**config.mk**
```make
export PLATFORM = sky130hd
export DESIGN_NAME = cpu_alu_with_flags_core
export DESIGN_NICKNAME = d
export VERILOG_FILES = /design/src/design/caf_pkg.sv /design/src/design/caf_exec.sv /design/src/design/cpu_alu_with_flags_core.sv
export SDC_FILE = /design/constraint.sdc
export NUM_CORES = 1
export LEC_CHECK = 0
export ABC_AREA = 1
export BUFFER_PORTS_ARGS = -buffer_cell sky130_fd_sc_hd__buf_2
export CAP_MARGIN = 20
export CORE_ASPECT_RATIO = 1.4
export CORE_MARGIN = 2
export CORE_UTILIZATION = 50
export DETAILED_ROUTE_END_ITERATION = 7
export PLACE_DENSITY = 0.7
export SYNTH_ARGS = -nofsm -noshare
export SYNTH_HDL_FRONTEND = slang
export SYNTH_SLANG_ARGS = --single-unit
```
**constraint.sdc**
```tcl
create_clock -name clk -period 4.25 [get_ports clk]
set_clock_uncertainty 0.15 [all_clocks]
set_input_delay 0.425 -clock clk [delete_from_list [all_inputs] [get_ports clk]]
set_output_delay 0.425 -clock clk [all_outputs]
set_load 0.05 [all_outputs]
```
**src/design/caf_pkg.sv**
```systemverilog
// ----------------------------------------------------------------------------
// caf_pkg
// Shared opcodes, flag and item types for the cpu alu with flags block.
// ----------------------------------------------------------------------------
package caf_pkg;

  typedef enum logic [4:0] {
    OP_LD    = 5'd0,
    OP_INC   = 5'd1,
    OP_DEC   = 5'd2,
    OP_ADD   = 5'd3,
    OP_ADC   = 5'd4,
    OP_SUB   = 5'd5,
    OP_SBC   = 5'd6,
    OP_AND   = 5'd7,
    OP_OR    = 5'd8,
    OP_XOR   = 5'd9,
    OP_CP    = 5'd10,
    OP_SWAP  = 5'd11,
    OP_RLC   = 5'd12,
    OP_RL    = 5'd13,
    OP_RRC   = 5'd14,
    OP_RR    = 5'd15,
    OP_SLA   = 5'd16,
    OP_SRA   = 5'd17,
    OP_SRL   = 5'd18,
    OP_BIT   = 5'd19,
    OP_SET   = 5'd20,
    OP_RES   = 5'd21,
    OP_CCF   = 5'd22,
    OP_SCF   = 5'd23,
    OP_CPL   = 5'd24,
    OP_RLCA  = 5'd25,
    OP_RRCA  = 5'd26,
    OP_RRA   = 5'd27,
    OP_ADD16 = 5'd28,
    OP_INC16 = 5'd29,
    OP_DEC16 = 5'd30,
    OP_NOP   = 5'd31
  } alu_op_t;

  typedef struct packed {
    logic zero;
    logic sub;
    logic half;
    logic carry;
  } flags_t;

  typedef struct packed {
    alu_op_t     opcode;
    logic [15:0] operand_a;
    logic [15:0] operand_b;
    logic [2:0]  bit_index;
    flags_t      flags;
  } alu_req_t;

  typedef struct packed {
    logic [15:0] result;
    flags_t      flags;
  } alu_rsp_t;

endpackage

```
**src/design/caf_exec.sv**
```systemverilog
// ----------------------------------------------------------------------------
// caf_exec
// Single-pass alu datapath: computes result and new flags from one request.
// ----------------------------------------------------------------------------
module caf_exec
  import caf_pkg::*;
(
  input  alu_req_t req,
  output alu_rsp_t rsp
);

  logic [7:0]  a;
  logic [7:0]  b;
  logic        cin;
  logic        t;
  logic [8:0]  sum8;
  logic [4:0]  sum4;
  logic [8:0]  dif8;
  logic [4:0]  dif4;
  logic [16:0] sum16;
  logic [12:0] sum12;
  logic [7:0]  mask;
  logic [7:0]  r8;
  logic        sc;

  assign a    = req.operand_a[7:0];
  assign b    = req.operand_b[7:0];
  assign cin  = req.flags.carry;
  assign t    = ((req.opcode == OP_ADC) || (req.opcode == OP_SBC)) ? cin : 1'b0;
  assign sum8 = {1'b0, a} + {1'b0, b} + {8'd0, t};
  assign sum4 = {1'b0, a[3:0]} + {1'b0, b[3:0]} + {4'd0, t};
  assign dif8 = {1'b0, a} - {1'b0, b} - {8'd0, t};
  assign dif4 = {1'b0, a[3:0]} - {1'b0, b[3:0]} - {4'd0, t};
  assign sum16 = {1'b0, req.operand_a} + {1'b0, req.operand_b};
  assign sum12 = {1'b0, req.operand_a[11:0]} + {1'b0, req.operand_b[11:0]};
  assign mask  = 8'd1 << req.bit_index;

  // shift and rotate unit
  always_comb begin
    r8 = {a[0], a[7:1]};
    sc = a[0];
    case (req.opcode)
      OP_RLC, OP_RLCA: begin
        r8 = {a[6:0], a[7]};
        sc = a[7];
      end
      OP_RL: begin
        r8 = {a[6:0], cin};
        sc = a[7];
      end
      OP_RRC, OP_RRCA: begin
        r8 = {a[0], a[7:1]};
        sc = a[0];
      end
      OP_RR, OP_RRA: begin
        r8 = {cin, a[7:1]};
        sc = a[0];
      end
      OP_SLA: begin
        r8 = {a[6:0], 1'b0};
        sc = a[7];
      end
      OP_SRA: begin
        r8 = {a[7], a[7:1]};
        sc = a[0];
      end
      OP_SRL: begin
        r8 = {1'b0, a[7:1]};
        sc = a[0];
      end
      default: begin
        r8 = {a[0], a[7:1]};
        sc = a[0];
      end
    endcase
  end

  always_comb begin
    rsp.result = req.operand_a;
    rsp.flags  = req.flags;
    case (req.opcode)
      OP_LD: begin
        rsp.result = req.operand_b;
      end
      OP_INC: begin
        rsp.result     = {8'd0, a + 8'd1};
        rsp.flags.zero = (a == 8'hff);
        rsp.flags.sub  = 1'b0;
        rsp.flags.half = (a[3:0] == 4'hf);
      end
      OP_DEC: begin
        rsp.result     = {8'd0, a - 8'd1};
        rsp.flags.zero = (a == 8'h01);
        rsp.flags.sub  = 1'b1;
        rsp.flags.half = (a[3:0] == 4'h0);
      end
      OP_ADD, OP_ADC: begin
        rsp.result      = {8'd0, sum8[7:0]};
        rsp.flags.zero  = (sum8[7:0] == 8'd0);
        rsp.flags.sub   = 1'b0;
        rsp.flags.half  = sum4[4];
        rsp.flags.carry = sum8[8];
      end
      OP_SUB, OP_SBC, OP_CP: begin
        rsp.result      = (req.opcode == OP_CP) ? {8'd0, a} : {8'd0, dif8[7:0]};
        rsp.flags.zero  = (dif8[7:0] == 8'd0);
        rsp.flags.sub   = 1'b1;
        rsp.flags.half  = dif4[4];
        rsp.flags.carry = dif8[8];
      end
      OP_AND: begin
        rsp.result = {8'd0, a & b};
        rsp.flags  = '{zero: ((a & b) == 8'd0), sub: 1'b0, half: 1'b1, carry: 1'b0};
      end
      OP_OR: begin
        rsp.result = {8'd0, a | b};
        rsp.flags  = '{zero: ((a | b) == 8'd0), sub: 1'b0, half: 1'b0, carry: 1'b0};
      end
      OP_XOR: begin
        rsp.result = {8'd0, a ^ b};
        rsp.flags  = '{zero: ((a ^ b) == 8'd0), sub: 1'b0, half: 1'b0, carry: 1'b0};
      end
      OP_SWAP: begin
        rsp.result = {8'd0, a[3:0], a[7:4]};
        rsp.flags  = '{zero: (a == 8'd0), sub: 1'b0, half: 1'b0, carry: 1'b0};
      end
      OP_RLC, OP_RL, OP_RRC, OP_RR, OP_SLA, OP_SRA, OP_SRL: begin
        rsp.result = {8'd0, r8};
        rsp.flags  = '{zero: (r8 == 8'd0), sub: 1'b0, half: 1'b0, carry: sc};
      end
      OP_RLCA, OP_RRCA, OP_RRA: begin
        rsp.result = {8'd0, r8};
        rsp.flags  = '{zero: 1'b0, sub: 1'b0, half: 1'b0, carry: sc};
      end
      OP_BIT: begin
        rsp.result     = {8'd0, a};
        rsp.flags.zero = ((a & mask) == 8'd0);
        rsp.flags.sub  = 1'b0;
        rsp.flags.half = 1'b1;
      end
      OP_SET: begin
        rsp.result = {8'd0, a | mask};
      end
      OP_RES: begin
        rsp.result = {8'd0, a & ~mask};
      end
      OP_CCF: begin
        rsp.result      = {8'd0, a};
        rsp.flags.sub   = 1'b0;
        rsp.flags.half  = 1'b0;
        rsp.flags.carry = ~cin;
      end
      OP_SCF: begin
        rsp.result      = {8'd0, a};
        rsp.flags.sub   = 1'b0;
        rsp.flags.half  = 1'b0;
        rsp.flags.carry = 1'b1;
      end
      OP_CPL: begin
        rsp.result     = {8'd0, ~a};
        rsp.flags.sub  = 1'b1;
        rsp.flags.half = 1'b1;
      end
      OP_ADD16: begin
        rsp.result      = sum16[15:0];
        rsp.flags.sub   = 1'b0;
        rsp.flags.half  = sum12[12];
        rsp.flags.carry = sum16[16];
      end
      OP_INC16: begin
        rsp.result = req.operand_a + 16'd1;
      end
      OP_DEC16: begin
        rsp.result = req.operand_a - 16'd1;
      end
      default: begin
        rsp.result = req.operand_a;
      end
    endcase
  end

endmodule

```
**src/design/cpu_alu_with_flags_core.sv**
```systemverilog
// ----------------------------------------------------------------------------
// cpu_alu_with_flags_core
// 8/16-bit cpu alu with zero, subtract, half-carry and carry flags.
//
// usage:
//   request channel (req_valid/req_ready) carries opcode, both operands,
//   the bit index and the four incoming flags.
//   response channel (rsp_valid/rsp_ready) carries the result and new flags,
//   one response per request, in request order.
//   a request reaches the response through an input register, the
//   alu datapath, then a result register.
//   throughput is one request per cycle while rsp_ready stays high.
//   reset clears both stage valid bits; req_ready is high right after reset.
//   when the receiver stalls, the response holds and one more request is
//   taken into the input register; req_ready then drops until the result
//   register drains.
// ----------------------------------------------------------------------------
module cpu_alu_with_flags_core
  import caf_pkg::*;
(
  input  logic        clk,
  input  logic        rst,
  input  logic        req_valid,
  output logic        req_ready,
  input  logic [4:0]  opcode,
  input  logic [15:0] operand_a,
  input  logic [15:0] operand_b,
  input  logic [2:0]  bit_index,
  input  logic        zero_in,
  input  logic        sub_in,
  input  logic        half_in,
  input  logic        carry_in,
  output logic        rsp_valid,
  input  logic        rsp_ready,
  output logic [15:0] result,
  output logic        zero_out,
  output logic        sub_out,
  output logic        half_out,
  output logic        carry_out
);

  logic     s1_valid;
  alu_req_t s1_req;
  alu_rsp_t exec_rsp;
  alu_rsp_t rsp;
  logic     s2_ready;

  assign s2_ready  = !rsp_valid || rsp_ready;
  assign req_ready = !s1_valid || s2_ready;

  // input register
  always_ff @(posedge clk) begin
    if (rst) begin
      s1_valid <= 1'b0;
    end else if (req_ready) begin
      s1_valid <= req_valid;
    end
  end

  always_ff @(posedge clk) begin
    if (req_ready && req_valid) begin
      s1_req.opcode    <= alu_op_t'(opcode);
      s1_req.operand_a <= operand_a;
      s1_req.operand_b <= operand_b;
      s1_req.bit_index <= bit_index;
      s1_req.flags     <= '{zero: zero_in, sub: sub_in, half: half_in, carry: carry_in};
    end
  end

  caf_exec u_exec (
    .req (s1_req),
    .rsp (exec_rsp)
  );

  // result register
  always_ff @(posedge clk) begin
    if (rst) begin
      rsp_valid <= 1'b0;
    end else if (s2_ready) begin
      rsp_valid <= s1_valid;
    end
  end

  always_ff @(posedge clk) begin
    if (s2_ready && s1_valid) begin
      rsp <= exec_rsp;
    end
  end

  assign result    = rsp.result;
  assign zero_out  = rsp.flags.zero;
  assign sub_out   = rsp.flags.sub;
  assign half_out  = rsp.flags.half;
  assign carry_out = rsp.flags.carry;

endmodule

```
==> results.json <==
{
  "status": "finished, final reports clean",
  "path_cells": "inv_2, nor2_1, nand2_1, nor3_1, inv_1, fa_1, fa_1, nand4_1, nand4_1, nand3_1, o2111ai_1, nor2_1, nand3_1",
  "dieArea_sq_um": 14700,
  "post-cts-setup-buffers": 0,
  "startpoint_type": "flop",
  "fin_crit_sh_pct": 82.86,
  "grt_max_degree": 45,
  "setup-tns-final_ps": 0,
  "synth_edf_count": 64,
  "syn2layout_area_growth_pct": 13.39,
  "cts_sinks": 66,
  "die_w_um": 103.1,
  "cts_tree": "done",
  "floorplan.initialDensity_pct": 51.30,
  "power.density_nw_per_um2": 310.6,
  "grt.total_usage_pct": 37.47,
  "routed-via-count": 7533,
  "crit_start": "s1_req[41]",
  "synth_top_flop_cell": "edfxtp_1",
  "worstPathRequired_ps": 4180,
  "drv_slew": 0,
  "root_buffer": "clkbuf_16",
  "ys_ff_latch": 66,
  "hp-start": "zero_in",
  "clockBufferDepth": 2,
  "maxSlewHeadroom_pct": 34.94,
  "async_reset_ff_share_pct": 0,
  "h-tree-depth": 3,
  "nFillCells": 1379,
  "antenna_found_initial": 0,
  "maxCapViolations": 0,
  "clock_latency_ps": 340,
  "ctsResizeCount": 0,
  "num_io_pins": 70,
  "post_dp_cell_area_sq_um": 7452,
  "diodes": 0,
  "syn_avg_cell_area_sq_um": 6.840,
  "gp_congestion": 1.023,
  "drive_above_1_share_pct": 13.43,
  "grt_pass1_vias": 7371,
  "ys_seq_area_share_pct": 28.57,
  "postCtsHoldBufs": 0,
  "firstDrtPassIters": 6,
  "netlist_area_sq_um": 6868,
  "fin_area_sq_um": 7787,
  "std_cell_rows": 50,
  "yosys_warnings": 0,
  "die_h_um": 142.7,
  "wl_um": 26540,
  "critPathKind": "flop to flop",
  "cpPeakStageDelay_ps": 510,
  "tightestPinTransition_ps": 974.4,
  "grt_first_pass_wirelength_um": 40500,
  "crit_slowest_cell": "edfxtp_1",
  "io_buffers": 69,
  "hold_viol": 0,
  "core-area_sq_um": 13390,
  "rr_startpoint": "s1_req[41]",
  "dp_hpwl_um": 20780,
  "setup_viol": 0,
  "rsz0062_at_grt": "no",
  "routed_via_density": 5.969,
  "end_kind": "flop",
  "cp_max_fo": 5,
  "clk_pin_slew_worst_paths_ps": 70,
  "cts_made_buffers": 9,
  "grt.overflow.total": 0,
  "yosys.cell_types.count": 48,
  "layout.nets": 1184,
  "p_leak_nw": 3.723,
  "drc_errors": 0,
  "timing.fmax_mhz": 284.0,
  "hold_path.class": "input port to flop",
  "dr.first_iter.drc_count": 859,
  "ant_nets": 0,
  "synthesis.nets": 1113,
  "wl_per_cell_um": 21.03,
  "netlist_instances": 1004,
  "vdd_ir_drop_max_mv": 0.1666,
  "min_period_ps": 3521,
  "arrival_ps": 3450
}
[power by group]
part           switching, W  internal (W)
logic              0.000508      0.000215
registers         0.0000405      0.000772
clock network      0.000311      0.000573
[stage by stage]
| stage | setup WS [ps] | hold slack (ps) | std cells | util, % | total power [W] |
|---|---|---|---|---|---|
| after detailed placement | 797.5 | 371.9 | 1246 | 55.66 | 0.001528 |
| after global placement | 875.6 | 362.2 | 1246 | 55.66 | 0.001527 |
| after floorplan | 722.7 | 294.8 | 1004 | - | 0.001302 |
| after CTS | 777.8 | 107.4 | 1262 | 58.17 | 0.002404 |
| final | 728.6 | 105.5 | 1262 | 58.17 | 0.002419 |
| after global routing | 505.7 | 106.2 | 1262 | 58.17 | 0.002514 |
[path summary, 6_finish.rpt]
check	endpoint	depth (start not counted)	slack, ps
worst min-delay path	s1_req[3]	1	110
worst max-delay path	result[6]	13	730
worst max register to register	result[6]	13	730
worst min register to register	s1_valid	2	370
[Yosys cell counts (all sizes together), types with 7 or more instances]
library cell  instances  area, sq um
ha                   55        688.2
a21oi                68        344.1
nor3                 14        97.59
nand2               269         1047
or2                   8        50.05
o21ai                52        264.0
edfxtp               64         1922
o211ai               13        97.59
a21o                  7        52.55
clkbuf               10        37.54
nand3               113        580.6
nor2                120        478.0
inv                 108        405.4
buf                  14        80.07
nand4                38        237.7
[sequential cells by signal, indices dropped and copies added (netlist names)]
name and flops:
carry_out 1, rsp_valid 1, s1_valid 1, half_out 1, sub_out 1, zero_out 1
s1_req 44, result 16
[worst max-delay path, delay by kind of cell, from the launching register on]
family	cells	cell delay, ps
and+or+nand+nor	8	1370
buffers and inverters	2	170
adders and majority gates	2	860
AOI/OAI and AO/OA	1	190
DFF	1	510
[cell type report]
class | count | area [sq um] | area share [%]
inverters | 110 | 412.9 | 5.302
clock inverters | 5 | 102.6 | 1.317
multi-input cells | 804 | 4392 | 56.39
flip-flops and latches | 66 | 1962 | 25.19
well taps | 182 | 227.7 | 2.924
clock buffers | 11 | 232.7 | 2.988
repair buffers | 84 | 457.9 | 5.880
[layout by cell type (no fill, tap or decap), drive strengths merged, types with 2 or more instances in the layout]
cell     instances
nor2           120
bufinv           3
xor2             4
clkbuf          11
nand4           38
dfxtp            2
fa               6
a21o             7
ha              55
o211ai          13
nand3          113
o21ai           52
inv            108
nand3b           5
a21oi           68
edfxtp          64
o22ai            5
o21a             2
a31oi            6
o2111ai          5
xnor2            4
nor3            14
or2              8
nand2          269
clkinv           3
buf             84
[cells by family (layout without fill, tap and decap cells)]
logic type | after synthesis | count (layout) | synth area share [%]
xor gates and xnor gates | 8 | 8 | 1.020
and+or+nand+nor | 568 | 568 | 36.93
buffers and inverters | 134 | 210 | 7.725
AOI/OAI and AO/OA | 167 | 167 | 13.99
adders and majority gates | 61 | 61 | 11.77
DFF | 66 | 66 | 28.57
[routing by layer]
metal / vias up / wire length [um] / GRT usage, % / part of all wire [%]
met5: - / 0 / 0 / 0
met4: 0 / 2400 / 28.39 / 9.0
met3: 148 / 1776 / 5.727 / 6.7
met2: 400 / 12540 / 61.07 / 47
met1: 3403 / 9832 / 43.41 / 37
li1: 3582 / - / - / -
Note: power is estimated with default switching activity, not from simulation.
